$ cat src/sv/sed_pkg.sv
// ----------------------------------------------------------------------------
// sed_pkg
// Types and constants shared by the string escape decoder modules.
// ----------------------------------------------------------------------------
package sed_pkg;

   localparam int RSP_FIFO_DEPTH = 4;
   localparam int RSP_PTR_W      = $clog2(RSP_FIFO_DEPTH);
   localparam int RSP_CNT_W      = $clog2(RSP_FIFO_DEPTH + 1);

   localparam logic [7:0] CHAR_BACKSLASH = 8'h5C;
   localparam logic [7:0] CHAR_ZERO      = 8'h30;
   localparam logic [7:0] CHAR_SEVEN     = 8'h37;
   localparam logic [7:0] CHAR_NINE      = 8'h39;
   localparam logic [7:0] CHAR_LOWER_A   = 8'h61;
   localparam logic [7:0] CHAR_LOWER_B   = 8'h62;
   localparam logic [7:0] CHAR_LOWER_F   = 8'h66;
   localparam logic [7:0] CHAR_LOWER_N   = 8'h6E;
   localparam logic [7:0] CHAR_LOWER_R   = 8'h72;
   localparam logic [7:0] CHAR_LOWER_T   = 8'h74;
   localparam logic [7:0] CHAR_LOWER_V   = 8'h76;
   localparam logic [7:0] CHAR_LOWER_X   = 8'h78;
   localparam logic [7:0] CHAR_UPPER_A   = 8'h41;
   localparam logic [7:0] CHAR_UPPER_F   = 8'h46;

   localparam logic [7:0] BYTE_BELL      = 8'd7;
   localparam logic [7:0] BYTE_BACKSPACE = 8'd8;
   localparam logic [7:0] BYTE_TAB       = 8'd9;
   localparam logic [7:0] BYTE_NEWLINE   = 8'd10;
   localparam logic [7:0] BYTE_VTAB      = 8'd11;
   localparam logic [7:0] BYTE_FORMFEED  = 8'd12;
   localparam logic [7:0] BYTE_RETURN    = 8'd13;

   typedef enum logic [1:0] {
      MODE_NORMAL = 2'd0,
      MODE_ESCAPE = 2'd1,
      MODE_OCTAL  = 2'd2,
      MODE_HEX    = 2'd3
   } decode_mode_type;

   typedef struct packed {
      logic [7:0] in_char;
      logic       last;
   } req_word_type;

   typedef struct packed {
      logic [7:0] out_byte;
      logic       has_byte;
      logic       end_of_literal;
      logic       bad_escape;
   } rsp_word_type;

   typedef struct packed {
      logic [1:0]   count;
      rsp_word_type word0;
      rsp_word_type word1;
   } sed_push_type;

endpackage

$ cat src/sv/sed_decode.sv
// ----------------------------------------------------------------------------
// sed_decode
// Escape decoding state and the logic that turns one character into up to
// two result words.
// ----------------------------------------------------------------------------
module sed_decode (
   input  logic                 clock,
   input  logic                 reset,
   input  logic                 fire,
   input  sed_pkg::req_word_type word,
   output sed_pkg::sed_push_type push
);
   import sed_pkg::*;

   decode_mode_type mode_ff, mode_in;
   logic [8:0]      octal_ff, octal_in;
   logic [1:0]      count_ff, count_in;
   logic [3:0]      nibble_ff, nibble_in;

   rsp_word_type    slot [2];
   logic [1:0]      n;
   logic [7:0]      c;
   logic [7:0]      mapped;
   logic            is_oct;
   logic            is_hex;
   logic [3:0]      hex_d;
   logic            do_plain;

   always_comb begin
      c      = word.in_char;
      is_oct = (c >= CHAR_ZERO) && (c <= CHAR_SEVEN);
      is_hex = 1'b1;
      hex_d  = 4'd0;
      if ((c >= CHAR_ZERO) && (c <= CHAR_NINE)) begin
         hex_d = 4'(c - CHAR_ZERO);
      end else if ((c >= CHAR_LOWER_A) && (c <= CHAR_LOWER_F)) begin
         hex_d = 4'(c - CHAR_LOWER_A + 8'd10);
      end else if ((c >= CHAR_UPPER_A) && (c <= CHAR_UPPER_F)) begin
         hex_d = 4'(c - CHAR_UPPER_A + 8'd10);
      end else begin
         is_hex = 1'b0;
      end

      case (c)
         CHAR_LOWER_A: mapped = BYTE_BELL;
         CHAR_LOWER_B: mapped = BYTE_BACKSPACE;
         CHAR_LOWER_F: mapped = BYTE_FORMFEED;
         CHAR_LOWER_N: mapped = BYTE_NEWLINE;
         CHAR_LOWER_R: mapped = BYTE_RETURN;
         CHAR_LOWER_T: mapped = BYTE_TAB;
         CHAR_LOWER_V: mapped = BYTE_VTAB;
         default:      mapped = c;
      endcase
   end

   always_comb begin
      mode_in   = mode_ff;
      octal_in  = octal_ff;
      count_in  = count_ff;
      nibble_in = nibble_ff;
      slot[0]   = '0;
      slot[1]   = '0;
      n         = 2'd0;
      do_plain  = 1'b0;

      case (mode_ff)
         MODE_NORMAL: begin
            do_plain = 1'b1;
         end
         MODE_ESCAPE: begin
            mode_in = MODE_NORMAL;
            if (is_oct) begin
               mode_in  = MODE_OCTAL;
               octal_in = 9'(c - CHAR_ZERO);
               count_in = 2'd1;
            end else if (c == CHAR_LOWER_X) begin
               mode_in   = MODE_HEX;
               count_in  = 2'd0;
               nibble_in = 4'd0;
            end else begin
               slot[0] = '{out_byte: mapped, has_byte: 1'b1, default: 1'b0};
               n       = 2'd1;
            end
         end
         MODE_OCTAL: begin
            if (is_oct && (count_ff < 2'd3)) begin
               octal_in = {octal_ff[5:0], 3'(c - CHAR_ZERO)};
               count_in = count_ff + 2'd1;
               if (count_in == 2'd3) begin
                  slot[0]   = '{out_byte: octal_in[7:0], has_byte: 1'b1, default: 1'b0};
                  n         = 2'd1;
                  octal_in  = '0;
                  count_in  = '0;
                  nibble_in = '0;
                  mode_in   = MODE_NORMAL;
               end
            end else begin
               slot[0]   = '{out_byte: octal_ff[7:0], has_byte: 1'b1, default: 1'b0};
               n         = 2'd1;
               octal_in  = '0;
               count_in  = '0;
               nibble_in = '0;
               do_plain  = 1'b1;
            end
         end
         MODE_HEX: begin
            if (is_hex) begin
               if (count_ff == 2'd0) begin
                  nibble_in = hex_d;
                  count_in  = 2'd1;
               end else begin
                  slot[0]   = '{out_byte: {nibble_ff, hex_d}, has_byte: 1'b1,
                                default: 1'b0};
                  n         = 2'd1;
                  octal_in  = '0;
                  count_in  = '0;
                  nibble_in = '0;
                  mode_in   = MODE_NORMAL;
               end
            end else begin
               if (count_ff != 2'd0) begin
                  slot[0] = '{out_byte: {4'd0, nibble_ff}, has_byte: 1'b1, default: 1'b0};
                  n       = 2'd1;
               end
               octal_in  = '0;
               count_in  = '0;
               nibble_in = '0;
               do_plain  = 1'b1;
            end
         end
         default: begin
            mode_in = MODE_NORMAL;
         end
      endcase

      if (do_plain) begin
         if (c == CHAR_BACKSLASH) begin
            mode_in = MODE_ESCAPE;
         end else begin
            mode_in = MODE_NORMAL;
            slot[n[0]] = '{out_byte: c, has_byte: 1'b1, default: 1'b0};
            n = n + 2'd1;
         end
      end

      if (word.last) begin
         if (mode_in == MODE_OCTAL) begin
            slot[n[0]] = '{out_byte: octal_in[7:0], has_byte: 1'b1, default: 1'b0};
            n = n + 2'd1;
         end else if ((mode_in == MODE_ESCAPE) || (mode_in == MODE_HEX)) begin
            slot[n[0]] = '{bad_escape: 1'b1, default: '0};
            n = n + 2'd1;
         end else if (n == 2'd0) begin
            slot[0] = '0;
            n       = 2'd1;
         end
         slot[n[0] ^ 1'b1].end_of_literal = 1'b1;
         mode_in   = MODE_NORMAL;
         octal_in  = '0;
         count_in  = '0;
         nibble_in = '0;
      end

      push.count = fire ? n : 2'd0;
      push.word0 = slot[0];
      push.word1 = slot[1];
   end

   always_ff @(posedge clock) begin
      if (reset) begin
         mode_ff   <= MODE_NORMAL;
         octal_ff  <= '0;
         count_ff  <= '0;
         nibble_ff <= '0;
      end else if (fire) begin
         mode_ff   <= mode_in;
         octal_ff  <= octal_in;
         count_ff  <= count_in;
         nibble_ff <= nibble_in;
      end
   end

   property p_last_clears_state;
      @(posedge clock) disable iff (reset)
         (fire && word.last) |=> (mode_ff == MODE_NORMAL) && (count_ff == 2'd0);
   endproperty
   a_last_clears_state: assert property (p_last_clears_state)
      else $error("state not cleared after final character");

   property p_last_gives_result;
      @(posedge clock) disable iff (reset)
         (fire && word.last) |-> (push.count != 2'd0);
   endproperty
   a_last_gives_result: assert property (p_last_gives_result)
      else $error("final character produced no result");

   property p_bad_has_no_byte;
      @(posedge clock) disable iff (reset)
         (push.count != 2'd0 && push.word0.bad_escape) |->
            (!push.word0.has_byte && push.word0.end_of_literal);
   endproperty
   a_bad_has_no_byte: assert property (p_bad_has_no_byte)
      else $error("bad escape word carries a byte or is not final");

endmodule

$ cat src/sv/sed_rsp_fifo.sv
// ----------------------------------------------------------------------------
// sed_rsp_fifo
// Small result buffer that takes up to two words per cycle and hands out one while rsp_stall is low.
// ----------------------------------------------------------------------------
module sed_rsp_fifo (
   input  logic                  clock,
   input  logic                  reset,
   input  sed_pkg::sed_push_type push,
   output logic                  room,
   output logic                  rsp_valid,
   input  logic                  rsp_stall,
   output sed_pkg::rsp_word_type rsp_word
);
   import sed_pkg::*;

   rsp_word_type         mem_ff [RSP_FIFO_DEPTH];
   logic [RSP_PTR_W-1:0] wr_ptr_ff, wr_ptr_in;
   logic [RSP_PTR_W-1:0] rd_ptr_ff, rd_ptr_in;
   logic [RSP_CNT_W-1:0] count_ff, count_in;
   logic                 pop;
   logic [RSP_PTR_W-1:0] wr_next;

   assign rsp_valid = (count_ff != '0);
   assign rsp_word  = mem_ff[rd_ptr_ff];
   assign room      = (count_ff <= RSP_CNT_W'(RSP_FIFO_DEPTH - 2));
   assign pop       = rsp_valid && !rsp_stall;
   assign wr_next   = wr_ptr_ff + RSP_PTR_W'(1);

   always_comb begin
      wr_ptr_in = wr_ptr_ff + RSP_PTR_W'(push.count);
      rd_ptr_in = rd_ptr_ff + RSP_PTR_W'(pop);
      count_in  = count_ff + RSP_CNT_W'(push.count) - RSP_CNT_W'(pop);
   end

   always_ff @(posedge clock) begin
      if (reset) begin
         wr_ptr_ff <= '0;
         rd_ptr_ff <= '0;
         count_ff  <= '0;
      end else begin
         wr_ptr_ff <= wr_ptr_in;
         rd_ptr_ff <= rd_ptr_in;
         count_ff  <= count_in;
      end
   end

   always_ff @(posedge clock) begin
      if (push.count != 2'd0) begin
         mem_ff[wr_ptr_ff] <= push.word0;
      end
      if (push.count == 2'd2) begin
         mem_ff[wr_next] <= push.word1;
      end
   end

   property p_no_overflow;
      @(posedge clock) disable iff (reset)
         (push.count != 2'd0) |->
            ({1'b0, count_ff} + RSP_CNT_W'(push.count) <=
             (RSP_CNT_W + 1)'(RSP_FIFO_DEPTH));
   endproperty
   a_no_overflow: assert property (p_no_overflow)
      else $error("result buffer overflow");

   property p_count_bound;
      @(posedge clock) disable iff (reset)
         count_ff <= RSP_CNT_W'(RSP_FIFO_DEPTH);
   endproperty
   a_count_bound: assert property (p_count_bound)
      else $error("result buffer count out of range");

   property p_pop_moves_ptr;
      @(posedge clock) disable iff (reset)
         pop |=> (rd_ptr_ff == $past(rd_ptr_ff) + RSP_PTR_W'(1));
   endproperty
   a_pop_moves_ptr: assert property (p_pop_moves_ptr)
      else $error("read pointer did not advance on pop");

endmodule

$ cat src/sv/string_escape_decoder.sv
// ----------------------------------------------------------------------------
// string_escape_decoder
// Decodes the body of a C-style string literal, one character per word.
// ----------------------------------------------------------------------------
// Takes character words and returns decoded byte words in order. A character
// is registered on acceptance, decoded from that register into zero, one or
// two result words once the four-word result buffer has room for two, and
// written to that buffer, from which each word is offered on the rsp_ port.
// The input side sustains one character per clock while the buffer has room,
// and the result side is drained at one word per clock while rsp_stall is
// low; since a character that yields two words needs two words drained, the
// single result port sets the rate when many characters produce two words.
// The final word of each literal carries end_of_literal, and bad_escape when
// an escape was left incomplete.
module string_escape_decoder (
   input  logic                  clock,
   input  logic                  reset,
   input  logic                  req_valid,
   output logic                  req_stall,
   input  sed_pkg::req_word_type req_word,
   output logic                  rsp_valid,
   input  logic                  rsp_stall,
   output sed_pkg::rsp_word_type rsp_word
);
   import sed_pkg::*;

   logic         in_valid_ff, in_valid_in;
   req_word_type in_word_ff;
   logic         room;
   logic         fire;
   logic         accept;
   sed_push_type push;

   assign fire      = in_valid_ff && room;
   assign req_stall = in_valid_ff && !room;
   assign accept    = req_valid && !req_stall;

   always_comb begin
      in_valid_in = in_valid_ff;
      if (accept) begin
         in_valid_in = 1'b1;
      end else if (fire) begin
         in_valid_in = 1'b0;
      end
   end

   always_ff @(posedge clock) begin
      if (reset) begin
         in_valid_ff <= 1'b0;
      end else begin
         in_valid_ff <= in_valid_in;
      end
   end

   always_ff @(posedge clock) begin
      if (accept) begin
         in_word_ff <= req_word;
      end
   end

   sed_decode u_decode (
      .clock (clock),
      .reset (reset),
      .fire  (fire),
      .word  (in_word_ff),
      .push  (push)
   );

   sed_rsp_fifo u_rsp_fifo (
      .clock     (clock),
      .reset     (reset),
      .push      (push),
      .room      (room),
      .rsp_valid (rsp_valid),
      .rsp_stall (rsp_stall),
      .rsp_word  (rsp_word)
   );

endmodule

$ cat config.mk
export PLATFORM = sky130hd
export DESIGN_NAME = string_escape_decoder
export DESIGN_NICKNAME = d
export VERILOG_FILES = /design/src/sv/sed_pkg.sv /design/src/sv/sed_decode.sv /design/src/sv/sed_rsp_fifo.sv /design/src/sv/string_escape_decoder.sv
export SDC_FILE = /design/constraint.sdc
export NUM_CORES = 1
export LEC_CHECK = 0
export ABC_AREA = 1
export BUFFER_PORTS_ARGS = -buffer_cell sky130_fd_sc_hd__buf_2
export CAP_MARGIN = 15
export CORE_ASPECT_RATIO = 0.7
export CORE_MARGIN = 4
export CORE_UTILIZATION = 60
export DETAILED_ROUTE_END_ITERATION = 8
export PLACE_DENSITY = 0.84
export REMOVE_ABC_BUFFERS = 1
export SYNTH_ARGS = -nofsm -noshare
export SYNTH_HDL_FRONTEND = slang
export SYNTH_SLANG_ARGS = --single-unit
export TNS_END_PERCENT = 100
$ cat constraint.sdc
create_clock -name clock -period 7.2 [get_ports clock]
set_input_delay 0.72 -clock clock [delete_from_list [all_inputs] [get_ports clock]]
set_output_delay 0.72 -clock clock [all_outputs]
set_load 0.02 [all_outputs]
==> results of run 1 <==
## critical path: stages, from the launching register on
cell,delay [ns]
edfxtp_1,0.48
ha_1,0.30
nand2_1,0.09
nor2_2,0.28
nand3_1,0.23
nand3_4,0.17
nand3_4,0.13
ha_1,0.30
inv_1,0.06
o21ai_2,0.21
inv_1,0.11
ha_1,0.30
nand2_2,0.05
nand2_2,0.07
nand2_4,0.06
nand2_4,0.17
nand2_1,0.17
ha_1,0.36
fa_1,0.43
xor2_1,0.17
inv_1,0.06
nor2_1,0.03
## report_power, final
part / leakage (nW) / switching (mW) / internal (mW) / total [mW]
Clock: 0.150 / 0.174 / 0.302 / 0.476
Sequential: 0.680 / 0.0312 / 0.508 / 0.539
Combinational: 1.73 / 0.294 / 0.117 / 0.412
Total: 2.55 / 0.499 / 0.927 / 1.43
## stage by stage
stage          hold WS, ns  cells  setup slack, ns  utilization  area [um2]
3_3_place_gp         0.453    830             3.08        0.645        5600
2_1_floorplan        0.439    681             3.43            -        5300
5_1_grt              0.507    845             2.58        0.680        5910
6_report             0.478    846             2.83        0.681        5910
4_1_cts              0.478    845             2.89        0.680        5910
3_5_place_dp         0.471    830             2.93        0.645        5600
## final timing paths
check	startpoint	endpoint	cells past startpoint
worst max-delay path	in_word_ff[5]	u_rsp_fifo.count_ff[2]	21
worst min-delay path	u_decode.octal_ff[5]	u_decode.octal_ff[5]	2
worst max register to register	in_word_ff[5]	u_rsp_fifo.count_ff[2]	21
worst min register to register	u_decode.octal_ff[5]	u_decode.octal_ff[5]	2
## flip-flops by register name, indices dropped and copies added, names as in the netlist
signal / count
u_rsp_fifo.mem_ff: 44
in_word_ff: 9
u_decode.octal_ff: 8
u_decode.nibble_ff: 4
u_rsp_fifo.count_ff: 3
u_decode.count_ff: 2
u_decode.mode_ff: 2
u_rsp_fifo.rd_ptr_ff: 2
u_rsp_fifo.wr_ptr_ff: 2
in_valid_ff: 1
## layout make-up
| class | instances | area [um2] | area share |
|---|---|---|---|
| clock buffer | 11 | 233 | 0.0394 |
| clock inverter | 4 | 73.8 | 0.0125 |
| multi-input combinational | 535 | 2960 | 0.500 |
| timing repair buffer | 29 | 155 | 0.0262 |
| antenna | 1 | 2.50 | 0.000423 |
| tap | 120 | 150 | 0.0254 |
| inverter | 69 | 269 | 0.0455 |
| sequential | 77 | 2070 | 0.350 |
## logic make-up (layout without fill, tap and decap cells)
logic type / Yosys count / after routing / share of synthesized area
flops: 77 / 77 / 0.376
other cells: 0 / 1 / 0
xor+xnor: 8 / 8 / 0.0127
simple gates: 375 / 375 / 0.335
fa+ha+maj: 19 / 19 / 0.0445
buf+inv: 97 / 113 / 0.0870
compound gates: 133 / 133 / 0.144
## metal layers
layer | up-vias | part of all wire | GRT usage
met5 | - | 0 | 0
met4 | 0 | 0.017 | 0.0793
met3 | 37 | 0.15 | 0.107
li1 | 2444 | - | -
met1 | 2521 | 0.43 | 0.493
met2 | 405 | 0.40 | 0.459
## cell usage after synthesis (4+ instances only)
cell type | instances | area share
o21ai_0 | 51 | 0.046
nand4_4 | 4 | 0.015
ha_1 | 18 | 0.041
xnor2_1 | 4 | 0.0064
o22ai_1 | 11 | 0.012
edfxtp_1 | 53 | 0.29
nand4_1 | 40 | 0.045
buf_6 | 8 | 0.016
nor2_1 | 75 | 0.051
nand2_1 | 194 | 0.13
o211ai_1 | 8 | 0.011
clkbuf_1 | 12 | 0.0082
a21oi_1 | 37 | 0.034
inv_1 | 55 | 0.037
buf_2 | 5 | 0.0045
nand2_2 | 13 | 0.015
inv_2 | 10 | 0.0068
o221ai_1 | 11 | 0.017
nand3_1 | 20 | 0.018
nor3_1 | 4 | 0.0036
nand2_4 | 9 | 0.018
xor2_1 | 4 | 0.0064
dfxtp_1 | 24 | 0.087
==> reports/metrics.cfg, run 1 <==
[outcome]
status = finished, final reports clean

[place]
hpwl_um = 12600
globalplace.congestion = 1.02
io_buffers = 25

[layout]
fillCellCount = 742
final_nets = 753
layout-drive-gt1-share = 0.141
syn_to_final_growth_pct = 7.34
final_common_cell = nand2_1
layout_common_cells = nand2_1, nor2_1, inv_1, edfxtp_1, o21ai_0

[timing]
grt_setup_unrepaired = no
worstMarginPinSlew_ns = 0.916
skew_ns = 0.00721
layout_min_cycle_time_ns = 4.37
relSlewSlack = 0.387
fin_crit_sh = 0.607
setup_violations = 0
maxSlewViolCount = 0
timing.final.hold_violations = 0
fin_setup_tns_ns = 0
fmax_mhz = 229

[floorplanning]
coreArea_mm2 = 0.00869
die-area_mm2 = 0.0108
fp.dieH_um = 88.2
start_util = 0.634
die_w_um = 123
ios = 26
num_rows = 28

[synth]
yosys_register_bits = 77
syn_area_mm2 = 0.00551
synth_edf_count = 53
yosysWarnings = 0
yosysUniqueCellTypes = 48
synth_cells = 709
ys_seq_area_frac = 0.376
avgSynthCellArea_um2 = 7.77
async_flop_share = 0
synth_flop_cell = edfxtp_1

[worst_setup_path]
path_max_fanout = 7
critPathRequiredTime_ns = 7.40
end_kind = flip-flop
path_class = reg2reg
worstPathArrival_ns = 4.57
worstSetupStartpointType = flip-flop
r2r_slack_ns = 2.83

[drt]
drt_iter0_drc = 893
wl_per_cell_um = 20.2
vias = 5407
wirelength_um = 17100
drt_first_pass_iters = 5
viasPerCell = 6.39
drc_errors = 0
final_antenna_net_count = 0

[clocking]
clockBufferDepth = 2
cts_resized = 0
holdBufCountCts = 0
clkTransAtPathRegs_ns = 0.06
postCtsSetupBuffers = 0
cts_tree = yes
clock-sinks = 77
numCtsBuffers = 9
cts.htree.levels = 3
clock_latency_ns = 0.34
cts-root-buf = clkbuf_16

[global_routing]
grt_pass1_wl_um = 26700
antenna_found_initial = 0
gr-total-overflow = 0
grt_pass1_vias = 4996
grt.total_usage = 0.329
grt_max_degree = 43

[pwr]
power_mw = 1.43
irDropWorstVdd_v = 0.000182
power.density_mw_per_mm2 = 241
leakage_nw = 2.55

[hold_path]
hold_path_class = reg2reg

[job]
maxCapViolations = 0

Note: power is estimated with default switching activity, not from simulation.
==> inputs of run 2 (changes only) <==
==> constraint.sdc (replaced) <==
create_clock -name clock -period 4.2 [get_ports clock]
set_input_delay 0.42 -clock clock [delete_from_list [all_inputs] [get_ports clock]]
set_output_delay 0.42 -clock clock [all_outputs]
set_load 0.02 [all_outputs]
==> run 2 against run 1 <==
Compared with the run above: clock power is 79% higher; clock-buffer cell count is 1 lower; sequential share of layout area is 1.1 points lower; critical endpoint unchanged.
==> reports/metrics.cfg, run 2 (synthesized netlist as in run 1, its figures left out) <==
[clocking]
clock_latency_ns = 0.34  ; about the same
cts-root-buf = clkbuf_16
clock-sinks = 77  ; unchanged
holdBufCountCts = 0  ; unchanged
cts.htree.levels = 3  ; unchanged
cts_resized = 0  ; unchanged
postCtsSetupBuffers = 0  ; unchanged
cts_tree = yes
numCtsBuffers = 9  ; unchanged
clkTransAtPathRegs_ns = 0.06  ; about the same
clockBufferDepth = 2  ; unchanged

[place]
hpwl_um = 12400  ; -1.4%
dpl_worst_slack_ns = 0.117  ; -2.81 ns
io_buffers = 25  ; unchanged
globalplace.congestion = 1.04  ; +2.4%

[timing]
skew_ns = 0.00734  ; +0.000127 ns
setup_violations = 0  ; unchanged
hold_slack_ns = 0.256  ; -0.222 ns
fin_crit_sh = 0.949  ; +0.342
timing.final.hold_violations = 0  ; unchanged
fmax_mhz = 251  ; +9.7%
grt_setup_unrepaired = no
maxSlewViolCount = 0  ; unchanged
fin_setup_tns_ns = 0  ; unchanged
relSlewSlack = 0.285  ; -0.102
layout_min_cycle_time_ns = 3.98  ; -0.385 ns
worstMarginPinSlew_ns = 1.07  ; +0.153 ns
setup_ws_ns = 0.216  ; -2.62 ns

[drt]
drt_first_pass_iters = 6  ; +1
wl_per_cell_um = 19.4  ; -3.8%
final_antenna_net_count = 0  ; unchanged
wirelength_um = 16800  ; -1.9%
vias = 5392  ; -0.28%
viasPerCell = 6.26  ; -2.1%
drc_errors = 0  ; unchanged
drt_iter0_drc = 802  ; -10%

[floorplanning]
start_util = 0.634  ; unchanged
coreArea_mm2 = 0.00869  ; unchanged
ios = 26  ; unchanged
die-area_mm2 = 0.0108  ; unchanged
die_w_um = 123  ; unchanged
num_rows = 28  ; unchanged
fp.dieH_um = 88.2  ; unchanged

[layout]
fillCellCount = 713  ; -3.9%
layout_common_cells = nand2_1, nor2_1, inv_1, edfxtp_1, o21ai_0
syn_to_final_growth_pct = 10.7
largest_reg_flops = 44  ; unchanged
final_nets = 769  ; +2.1%
layout-drive-gt1-share = 0.167  ; +0.0264
final_common_cell = nand2_1
top_register = u_rsp_fifo.mem_ff
reg_top3 = u_rsp_fifo.mem_ff x44, in_word_ff x9, u_decode.octal_ff x8
antenna_cells = 0  ; -1

[global_routing]
grt_max_degree = 43  ; unchanged
grt_pass1_vias = 4990  ; -0.12%
grt.total_usage = 0.324  ; -0.00516
gr-total-overflow = 0  ; unchanged
antenna_found_initial = 0  ; unchanged
grt_pass1_wl_um = 26600  ; -0.26%

[worst_setup_path]
path_max_fanout = 6  ; -1
worstSetupStartpointType = flip-flop
worstPathArrival_ns = 4.20  ; -0.37 ns
end_kind = flip-flop
critPathRequiredTime_ns = 4.41  ; -2.99 ns
path_class = reg2reg

[outcome]
status = finished, final reports clean

[hold_path]
hold_path_class = in2reg

[job]
maxCapViolations = 0  ; unchanged

[pwr]
irDropWorstVdd_v = 0.000424  ; +130%
power.density_mw_per_mm2 = 408  ; +69%
leakage_nw = 2.65  ; +3.7%

[run 2: critical path, cell delays in order, from the launching register on]
cell and delay, ns:
edfxtp_1 0.49, ha_2 0.27, nand2_1 0.09, nand3_1 0.07
inv_1 0.12, nand2_4 0.10, o21ai_4 0.17, nand3_4 0.13
ha_1 0.32, inv_1 0.09, o21ai_4 0.20, inv_1 0.11
ha_1 0.30, nand2_2 0.05, nand2_2 0.07, nand2_4 0.06
nand2_4 0.09, nand2_1 0.16, ha_4 0.28, fa_1 0.43
xor2_1 0.17, inv_1 0.06, nor2_1 0.03
[run 2: power breakdown]
part | internal [mW] | leakage (nW) | total, mW | switching [mW]
sequential | 0.870 | 0.680 | 0.917 | 0.0470
combinational | 0.214 | 1.81 | 0.719 | 0.506
clock | 0.540 | 0.159 | 0.854 | 0.313
[run 2: worst paths after layout]
kind,start,endpoint,slack [ns],cells after the start
worst max-delay path,in_word_ff[5],u_rsp_fifo.count_ff[2],0.22,22
worst min-delay path,req_word[2],in_word_ff[2],0.26,1
worst max register to register,in_word_ff[5],u_rsp_fifo.count_ff[2],0.22,22
worst min register to register,u_decode.octal_ff[5],u_decode.octal_ff[5],0.47,2
[run 2: stage by stage]
stage               power, mW  instance area, um2  cells   util
finish                   2.49                6100    862  0.702
floorplan                1.38                5300    681      -
detailed placement       1.62                5740    846  0.660
global route             2.61                6100    862  0.702
global placement         1.61                5740    846  0.660
CTS                      2.47                6070    862  0.699
[run 2: layout make-up]
| cell class | count | area [um2] | area share |
|---|---|---|---|
| multi-input combinational | 535 | 2980 | 0.489 |
| clock buffer | 10 | 239 | 0.0392 |
| timing repair buffer | 45 | 288 | 0.0472 |
| tap | 120 | 150 | 0.0246 |
| clock inverter | 6 | 93.8 | 0.0154 |
| sequential | 77 | 2070 | 0.340 |
| inverter | 69 | 272 | 0.0445 |
[run 2: layer usage]
layer | share of wire | global-route usage | vias to the layer above
li1 | - | - | 2484
met1 | 0.45 | 0.491 | 2495
met2 | 0.40 | 0.443 | 371
met3 | 0.13 | 0.101 | 42
met4 | 0.020 | 0.0874 | 0
met5 | 0 | 0 | -
